===== src/hw/rtl/sdes_pkg.sv =====
// S-DES package: command codes, permutation and S-box tables, and the
// bit-level round functions used by the cipher pipeline.
// No dependencies.
package sdes_pkg;

   // Number of register stages between the request and response channels
   localparam int unsigned STAGES = 5;

   typedef enum logic [1:0] {
      CMD_ENCRYPT = 2'd0,
      CMD_DECRYPT = 2'd1,
      CMD_DOUBLE  = 2'd2,
      CMD_SPARE   = 2'd3
   } sdes_cmd_type;

   typedef logic [7:0] sdes_block_type;
   typedef logic [9:0] sdes_key_type;
   typedef logic [7:0] sdes_subkey_type;

   typedef struct packed {
      sdes_subkey_type k1;
      sdes_subkey_type k2;
   } sdes_subkeys_type;

   // Per-stage load enables from the pipeline control
   typedef struct packed {
      logic [STAGES-1:0] load;
   } sdes_ctl_type;

   // Table position 1 is the most significant bit
   localparam int unsigned P10_TAB [10] = '{3, 5, 2, 7, 4, 10, 1, 9, 8, 6};
   localparam int unsigned P8_TAB  [8]  = '{6, 3, 7, 4, 8, 5, 10, 9};
   localparam int unsigned IP_TAB  [8]  = '{2, 6, 3, 1, 4, 8, 5, 7};
   localparam int unsigned IPI_TAB [8]  = '{4, 1, 3, 5, 7, 2, 8, 6};
   localparam int unsigned EP_TAB  [8]  = '{4, 1, 2, 3, 2, 3, 4, 1};
   localparam int unsigned P4_TAB  [4]  = '{2, 4, 3, 1};

   localparam logic [1:0] SBOX0 [4][4] = '{
      '{2'd1, 2'd0, 2'd3, 2'd2},
      '{2'd3, 2'd2, 2'd1, 2'd0},
      '{2'd0, 2'd2, 2'd1, 2'd3},
      '{2'd3, 2'd1, 2'd3, 2'd2}
   };
   localparam logic [1:0] SBOX1 [4][4] = '{
      '{2'd0, 2'd1, 2'd2, 2'd3},
      '{2'd2, 2'd0, 2'd1, 2'd3},
      '{2'd3, 2'd0, 2'd1, 2'd0},
      '{2'd2, 2'd1, 2'd0, 2'd3}
   };

   function automatic logic [9:0] sdes_p10(logic [9:0] v);
      logic [9:0] r;
      for (int i = 0; i < 10; i++) begin
         r[9-i] = v[10-P10_TAB[i]];
      end
      return r;
   endfunction

   function automatic logic [7:0] sdes_p8(logic [9:0] v);
      logic [7:0] r;
      for (int i = 0; i < 8; i++) begin
         r[7-i] = v[10-P8_TAB[i]];
      end
      return r;
   endfunction

   function automatic logic [7:0] sdes_ip(logic [7:0] v);
      logic [7:0] r;
      for (int i = 0; i < 8; i++) begin
         r[7-i] = v[8-IP_TAB[i]];
      end
      return r;
   endfunction

   function automatic logic [7:0] sdes_ipinv(logic [7:0] v);
      logic [7:0] r;
      for (int i = 0; i < 8; i++) begin
         r[7-i] = v[8-IPI_TAB[i]];
      end
      return r;
   endfunction

   // Key schedule: pure wiring, rotate halves by 1 then by 2 more
   function automatic sdes_subkeys_type sdes_subkeys(logic [9:0] key);
      logic [9:0] p;
      logic [4:0] l1, r1, l3, r3;
      sdes_subkeys_type sk;
      p  = sdes_p10(key);
      l1 = {p[8:5], p[9]};
      r1 = {p[3:0], p[4]};
      l3 = {l1[2:0], l1[4:3]};
      r3 = {r1[2:0], r1[4:3]};
      sk.k1 = sdes_p8({l1, r1});
      sk.k2 = sdes_p8({l3, r3});
      return sk;
   endfunction

   // One fk round: mix the right half into the left half under a subkey
   function automatic logic [7:0] sdes_fk(logic [7:0] x, logic [7:0] sk);
      logic [3:0] right;
      logic [7:0] ep;
      logic [7:0] t;
      logic [3:0] s;
      logic [3:0] p4;
      right = x[3:0];
      for (int i = 0; i < 8; i++) begin
         ep[7-i] = right[4-EP_TAB[i]];
      end
      t = ep ^ sk;
      s = {SBOX0[{t[7], t[4]}][{t[6], t[5]}], SBOX1[{t[3], t[0]}][{t[2], t[1]}]};
      for (int i = 0; i < 4; i++) begin
         p4[3-i] = s[4-P4_TAB[i]];
      end
      return {x[7:4] ^ p4, right};
   endfunction

   // First half of a pass: IP, round, half swap
   function automatic logic [7:0] sdes_half1(logic [7:0] blk, logic [7:0] sk);
      logic [7:0] y;
      y = sdes_fk(sdes_ip(blk), sk);
      return {y[3:0], y[7:4]};
   endfunction

   // Second half of a pass: round, inverse IP
   function automatic logic [7:0] sdes_half2(logic [7:0] x, logic [7:0] sk);
      return sdes_ipinv(sdes_fk(x, sk));
   endfunction

endpackage


===== src/hw/rtl/sdes_pipe_ctl.sv =====
// S-DES pipeline control: valid bits and per-stage load enables with
// backpressure. Depends on sdes_pkg.
module sdes_pipe_ctl (
   input  logic                  clock,
   input  logic                  reset,
   input  logic                  in_valid,
   output logic                  in_ready,
   output logic                  out_valid,
   input  logic                  out_ready,
   output sdes_pkg::sdes_ctl_type ctl
);
   import sdes_pkg::*;

   logic [STAGES-1:0] valid_ff;
   logic [STAGES-1:0] valid_in;
   logic [STAGES-1:0] prev_valid;
   logic [STAGES:0]   ready;

   // A stage may load when it is empty or its content moves on
   always_comb begin
      ready[STAGES] = out_ready;
      for (int i = STAGES - 1; i >= 0; i--) begin
         ready[i] = !valid_ff[i] || ready[i+1];
      end
      prev_valid = {valid_ff[STAGES-2:0], in_valid};
      for (int i = 0; i < STAGES; i++) begin
         valid_in[i]    = ready[i] ? prev_valid[i] : valid_ff[i];
         ctl.load[i]    = ready[i] && prev_valid[i];
      end
   end

   always_ff @(posedge clock) begin
      if (reset) begin
         valid_ff <= '0;
      end else begin
         valid_ff <= valid_in;
      end
   end

   assign in_ready  = ready[0];
   assign out_valid = valid_ff[STAGES-1];

endmodule


===== src/hw/rtl/sdes_block_cipher_top.sv =====
// S-DES block cipher, top level: five-stage pipeline for encrypt, decrypt
// and double encrypt. Depends on sdes_pkg and sdes_pipe_ctl.
//
//   channel  dir  tdata                                    tuser
//   req_     in   data_block, first_key, second_key        command
//   rsp_     out  result_block                             -
//
// One item enters per cycle unless a stall on rsp_ has filled the stages;
// each result passes through the five register stages (key schedule, two
// half passes under the first key, two half passes under the second key).
// Non-double commands ride through the last two stages unchanged.
// Synchronous reset empties all stages. A stall on rsp_ holds each full stage
// with no empty one after it; empty ones fill, bubbles squeeze out, nothing drops.
module sdes_block_cipher_top (
   input  logic        clock,
   input  logic        reset,
   input  logic        req_tvalid,
   output logic        req_tready,
   input  logic [31:0] req_tdata,   // [7:0] data_block, [17:8] first_key,
                                    // [27:18] second_key, [31:28] zero
   input  logic [1:0]  req_tuser,   // [1:0] command
   output logic        rsp_tvalid,
   input  logic        rsp_tready,
   output logic [7:0]  rsp_tdata    // [7:0] result_block
);
   import sdes_pkg::*;

   sdes_ctl_type     ctl;

   sdes_block_type   in_block;
   sdes_cmd_type     in_cmd;
   sdes_subkeys_type in_sk1;
   sdes_subkeys_type in_sk2;

   // Stage 0: block and all four subkeys in use order
   sdes_block_type   blk0_ff;
   sdes_subkey_type  ka0_ff, kb0_ff, kc0_ff, kd0_ff;
   logic             dbl0_ff;
   // Stage 1: after first half pass
   sdes_block_type   x1_ff;
   sdes_subkey_type  kb1_ff, kc1_ff, kd1_ff;
   logic             dbl1_ff;
   // Stage 2: after first full pass
   sdes_block_type   y2_ff;
   sdes_subkey_type  kc2_ff, kd2_ff;
   logic             dbl2_ff;
   // Stage 3: after first half of second pass
   sdes_block_type   x3_ff;
   sdes_subkey_type  kd3_ff;
   logic             dbl3_ff;
   // Stage 4: output register
   sdes_block_type   y4_ff;

   sdes_block_type   x3_in;
   sdes_block_type   y4_in;

   sdes_pipe_ctl u_ctl (
      .clock     (clock),
      .reset     (reset),
      .in_valid  (req_tvalid),
      .in_ready  (req_tready),
      .out_valid (rsp_tvalid),
      .out_ready (rsp_tready),
      .ctl       (ctl)
   );

   // Unpack the item; key schedule is wiring only
   always_comb begin
      in_block = req_tdata[7:0];
      in_cmd   = sdes_cmd_type'(req_tuser);
      in_sk1   = sdes_subkeys(req_tdata[17:8]);
      in_sk2   = sdes_subkeys(req_tdata[27:18]);
   end

   // Decrypt applies the subkeys in reverse order
   always_ff @(posedge clock) begin
      if (ctl.load[0]) begin
         blk0_ff <= in_block;
         ka0_ff  <= (in_cmd == CMD_DECRYPT) ? in_sk1.k2 : in_sk1.k1;
         kb0_ff  <= (in_cmd == CMD_DECRYPT) ? in_sk1.k1 : in_sk1.k2;
         kc0_ff  <= in_sk2.k1;
         kd0_ff  <= in_sk2.k2;
         dbl0_ff <= (in_cmd == CMD_DOUBLE);
      end
   end

   always_ff @(posedge clock) begin
      if (ctl.load[1]) begin
         x1_ff   <= sdes_half1(blk0_ff, ka0_ff);
         kb1_ff  <= kb0_ff;
         kc1_ff  <= kc0_ff;
         kd1_ff  <= kd0_ff;
         dbl1_ff <= dbl0_ff;
      end
   end

   always_ff @(posedge clock) begin
      if (ctl.load[2]) begin
         y2_ff   <= sdes_half2(x1_ff, kb1_ff);
         kc2_ff  <= kc1_ff;
         kd2_ff  <= kd1_ff;
         dbl2_ff <= dbl1_ff;
      end
   end

   // Second pass only for double encrypt; otherwise carry the result along
   always_comb begin
      x3_in = dbl2_ff ? sdes_half1(y2_ff, kc2_ff) : y2_ff;
      y4_in = dbl3_ff ? sdes_half2(x3_ff, kd3_ff) : x3_ff;
   end

   always_ff @(posedge clock) begin
      if (ctl.load[3]) begin
         x3_ff   <= x3_in;
         kd3_ff  <= kd2_ff;
         dbl3_ff <= dbl2_ff;
      end
   end

   always_ff @(posedge clock) begin
      if (ctl.load[4]) begin
         y4_ff <= y4_in;
      end
   end

   assign rsp_tdata = y4_ff;

endmodule


===== config.mk =====
export PLATFORM = sky130hd
export DESIGN_NAME = sdes_block_cipher_top
export DESIGN_NICKNAME = d
export VERILOG_FILES = /design/src/hw/rtl/sdes_pkg.sv /design/src/hw/rtl/sdes_pipe_ctl.sv /design/src/hw/rtl/sdes_block_cipher_top.sv
export SDC_FILE = /design/constraint.sdc
export NUM_CORES = 1
export LEC_CHECK = 0
export BUFFER_PORTS_ARGS = -buffer_cell sky130_fd_sc_hd__clkbuf_2
export CAP_MARGIN = 20
export CORE_MARGIN = 1
export CORE_UTILIZATION = 35
export DETAILED_ROUTE_END_ITERATION = 10
export GPL_TIMING_DRIVEN = 0
export SLEW_MARGIN = 40
export SYNTH_ARGS = -nofsm -noshare
export SYNTH_HDL_FRONTEND = slang
export SYNTH_SLANG_ARGS = --single-unit

===== constraint.sdc =====
create_clock -name clock -period 3.02 [get_ports clock]
set_clock_uncertainty 0.2 [all_clocks]
set_input_delay 0.453 -clock clock [delete_from_list [all_inputs] [get_ports clock]]
set_output_delay 0.453 -clock clock [all_outputs]
set_load 0.05 [all_outputs]

# Yosys cells after proc, flatten, opt, wreduce, memory -nomap -nowiden
# Cells that the tools add are included.
word_totals:
  register_bits: 129
  in_bits: 38
  out_inout_bits: 10
op_classes:
  magnitude_cmp: 16
  n_eq_ne: 2
  n_mux: 52
  bitwise_logic: 24
  n_reduce_logical: 15
ops:
  columns: ["operator", "count"]
  rows:
  - ["8-bit 2-to-1 mux", 20]
  - ["8-bit binary-select mux with 2-bit select", 8]
  - ["3-bit >= comparator (second input constant)", 16]
  - ["2-bit inverter with 3-bit output", 16]
  - ["2-bit binary-select mux with 2-bit select", 8]
  - ["2-bit 2-to-1 mux", 16]
  - ["8-bit bitwise XOR", 4]
  - ["4-bit bitwise XOR", 4]
  - ["1-bit logical AND", 5]
  - ["1-bit zero test", 5]
  - ["1-bit logical OR", 5]
  - ["2-bit by 1-bit == test with 1-bit output (second input constant)", 1]
  - ["2-bit == test (second input constant)", 1]

# Longest topological paths before layout
logic_depth:
  word_depth: 10
  ltp_mapped: 8
  ltp_nobuf: 8

# Hierarchy
# Synthesis repeated with hierarchy kept, for this count alone.
unflattened:
  cells_unflattened: 346
  hier_area_um2: 4953.5
modules_own_cells:
  columns: ["mod", "instances", "cells_each", "area_each_um2", "seq_area_each_um2"]
  rows:
  - ["sdes_block_cipher_top", 1, 320, 4715.8, 3183.1]
  - ["sdes_pipe_ctl", 1, 26, 237.7, 100.1]

# Least setup slack after synthesis
# Ideal clock, no wire load.
synth_path:
  kind: "register to register"
  startpoint: "reg u_ctl.valid_ff[4]"
  endpoint: "reg blk0_ff[0] (enable)"
  setup_ns: 0.420
  arrival_ns: 2.384
  t_required_ns: 2.400
  slack_ns: 0.016
  stages_incl_launch_ff: 5
  path_buffers: 1
  synth_period_minus_slack_ns: 3.004
  cell_sequence: "dfxtp_1 and3_1 clkbuf_1 nand4_1 and2_1"
synth_lines:
  columns: ["element", "line", "source"]
  rows:
  - ["start, declared", "sdes_pipe_ctl.sv:14", "logic [STAGES-1:0] valid_ff;"]
  - ["start signal, assigned", "sdes_pipe_ctl.sv:36", "valid_ff <= valid_in;"]
  - ["end signal, assigned", "sdes_block_cipher_top.sv:78", "blk0_ff <= in_block;"]
  - ["end, declared", "sdes_block_cipher_top.sv:36", "sdes_block_type blk0_ff;"]

# Final worst setup path
layout_path:
  startpoint: "reg u_ctl.valid_ff[4]"
  endpoint: "out req_tready"
layout_via:
  elab_chain_cells: 6
layout_lines:
  columns: ["element", "line", "source"]
  rows:
  - ["1-bit zero test", "sdes_pipe_ctl.sv:23", "ready[i] = !valid_ff[i] || ready[i+1];"]
  - ["1-bit logical OR (5 in a row)", "sdes_pipe_ctl.sv:23", null]
  - ["end, declared", "sdes_block_cipher_top.sv:18", "output logic req_tready,"]
# No other way between the ends.

==> flow_metrics.tcl <==
set metrics [dict create \
    report.final.slew_viol_count 0 \
    drt_iter0_drc 80 \
    slew_headroom 0.520 \
    yosys-top-cells-area "edfxtp_1 66%, xnor2_1 6.0%, xor2_1 4.0%" \
    tightest_slew_ns 0.719 \
    cts.clk_slew.worst_paths_ns 0.07 \
    start_util 0.361 \
    syn2layout_area_growth_pct 17.0 \
    yosys.area.top_type "edfxtp_1" \
    firstDrtPassIters 4 \
    die_area_mm2 0.0142 \
    finalHoldViolCount 0 \
    clock_path_buffers 2 \
    dp_hpwl_um 5290 \
    reg2reg_to "rsp_tdata[7]" \
    place_area_mm2 0.00533 \
    yosysWarnings 0 \
    async_reset_ff_frac 0 \
    crit_fanout 7 \
    hold_buffers 0 \
    met2_length_um 3730 \
    grt_pass1_vias 2629 \
    fillers 1227 \
    hold_ws_ns 0.0801 \
    reg2reg_from "x3_ff[1]" \
    grt_max_degree 26 \
    insertedDiodeCount 0 \
    wl_met3_um 263 \
    syn-cell-area_mm2 0.00480 \
    antenna_found_initial 0 \
    port-buffer-count 43 \
    powerDensity_mw_per_mm2 617 \
    leakage_uw 0.00208 \
    cts_made_buffers 9 \
    slowest_delay_ns 0.39 \
    r2r.worst_path.cells 8 \
    slowest_stage "clkbuf_1" \
    worst_skew_pair.late_latency_ns 0.35 \
    worstSetupStartpointType "flip-flop" \
    synthMuxAreaShare 0.0448 \
    hold_path_depth 1 \
    final-setup-viol-count 0 \
    yosys.area_share.simple 0.0716 \
    highest_layer "met4" \
    clockRootBuffer "clkbuf_16" \
    wire_per_inst_um 12.0 \
    tns_ns 0 \
    postRouteAntennaNets 0 \
    fp-row-count 42 \
    drt-met1-wl_um 2730 \
    crit_required_ns 2.37 \
    utilization 0.423 \
    cts_tree "yes" \
    synth_edf_count 106 \
    status "complete, no violations" \
    arrival_ns 1.74 \
    synthAdderAreaFrac 0.0260 \
    wirelength_um 6900 \
    setup_slack_ns 0.632 \
    clock.fmax_mhz 419 \
    synth_compound_area_frac 0.0495 \
    vias 2593 \
    grtUsageTotal 0.109 \
    die-width_um 119 \
    critPathKind "flip-flop to output port" \
    synth_top_family_by_area "XOR/XNOR gates" \
    syn_area_per_cell_um2 14.3 \
    cts_sinks 111 \
    cp_cell_sequence "and3_1, clkbuf_1, nand4_1, clkbuf_2" \
    max_cap_viol_count 0 \
    min-delay-start "req_tdata[1]" \
    reg2reg_slack_ns 0.64 \
    worstSetupEndpointType "output port" \
    nets 442 \
    grt_overflow 0 \
    die_h_um 119 \
    netlist.area_leader.share 0.663 \
    yosysMostFrequentCell "edfxtp_1" \
    via_per_inst 4.51 \
    htreeDepth 3 \
    ys_seq_area_frac 0.684 \
    ctsResizeCount 0 \
    ir_drop_mv 0.305 \
    finalCritPeriodShare 0.791 \
    postCtsSetupRepairBufs 0 \
    finish.instance_area_mm2 0.00562 \
    synthFlopType "edfxtp_1" \
    syn_inst 337 \
    place_congestion 0.775 \
    fin_crit_ns 2.39 \
    layout-drive-gt1-share 0.206 \
    hold_path.class "primary input to flip-flop" \
    core_mm2 0.0133 \
    drc 0 \
    ys_seq_elements 111 \
    ioPinCount 48 \
    grt_setup_unrepaired "false" \
    synth_cell_types 31 \
    hold_path_end "blk0_ff[1]" \
    synth_fp_nets 385 \
    synth-xor-area-share 0.110 \
    ys_top_cells_by_count "106 x edfxtp_1, 51 x nand2_1, 33 x xnor2_1" \
    grt_pass1_wl_um 11700 \
    dp_slack_ns 0.643 \
]
-- through the flow --
step | instances | power, uW
final | 575 | 3470
after global routing | 575 | 3640
after CTS | 575 | 3520
after global placement | 556 | 2340
after floorplan | 337 | 2250
after detailed placement | 559 | 2370
-- layout by cell type, fill, tap and decap left out, types with 3 or more instances in the layout --
master / count
xnor2_1: 33
clkbuf_1: 6
a21oi_1: 13
clkbuf_16: 9
xor2_1: 22
o21ai_0: 8
inv_1: 13
nor2b_1: 4
o211ai_1: 4
edfxtp_1: 106
mux2i_1: 8
nand2_1: 51
clkbuf_2: 43
mux2_2: 12
dfxtp_1: 5
xor2_2: 3
nand3_1: 3
nor2_1: 13
ha_1: 10
nor3_1: 5
-- cells by family (layout without fill, tap and decap cells) --
logic type	after synthesis	after routing
flops	111	111
simple gates	82	82
xor+xnor	58	58
compound gates	38	38
mux	20	20
buf+inv	18	80
fa+ha+maj	10	10
-- critical path: cells and delay by family, from the launching register on --
family / cells / cell delay, ns
and+or+nand+nor: 2 / 0.37
buffers and inverters: 2 / 0.67
DFF: 1 / 0.36
-- final cells by class --
class                      instances  area (um^2)  area share
clock buffer                      10          229      0.0407
multi-input combinational        208         1490       0.265
tap                              176          220      0.0392
sequential                       111         3280       0.584
timing repair buffer              46          273      0.0485
inverter                          13         48.8     0.00868
clock inverter                     6         60.1      0.0107
buffer                             5         18.8     0.00334
-- power by group --
part	internal [uW]	leakage [uW]	switching [uW]	total, uW
clock	640	0.000142	495	1140
combinational	212	0.000904	239	451
sequential	1820	0.00104	60.1	1880
-- per-layer routing --
metal	up-vias	track usage
met3	16	0.0307
met4	0	0.0609
met2	46	0.202
met5	-	0
met1	1207	0.109
li1	1324	-
-- state kept, by name, indices dropped and copies added (netlist names), 5 cells and up --
register        count
kd3_ff              8
u_ctl.valid_ff      5
kb1_ff              8
kc1_ff              7
x3_ff               8
ka0_ff              8
kb0_ff              8
kc0_ff              7
blk0_ff             8
kc2_ff              7
x1_ff               8
y2_ff               8
rsp_tdata           8
-- worst max-delay path by stage --
stage / cells past startpoint / startpoint / to / slack [ns]
6_report: 4 / u_ctl.valid_ff[4] / req_tready / 0.63
5_1_grt: 4 / u_ctl.valid_ff[4] / req_tready / 0.46
4_1_cts: 8 / x3_ff[1] / rsp_tdata[7] / 0.63
3_5_place_dp: 7 / y2_ff[1] / x3_ff[0] / 0.64
3_3_place_gp: 5 / rsp_tready / x1_ff[2] / -0.56
2_1_floorplan: 4 / u_ctl.valid_ff[4] / blk0_ff[0] / 0.02
Power figures use the tool's default switching activity.
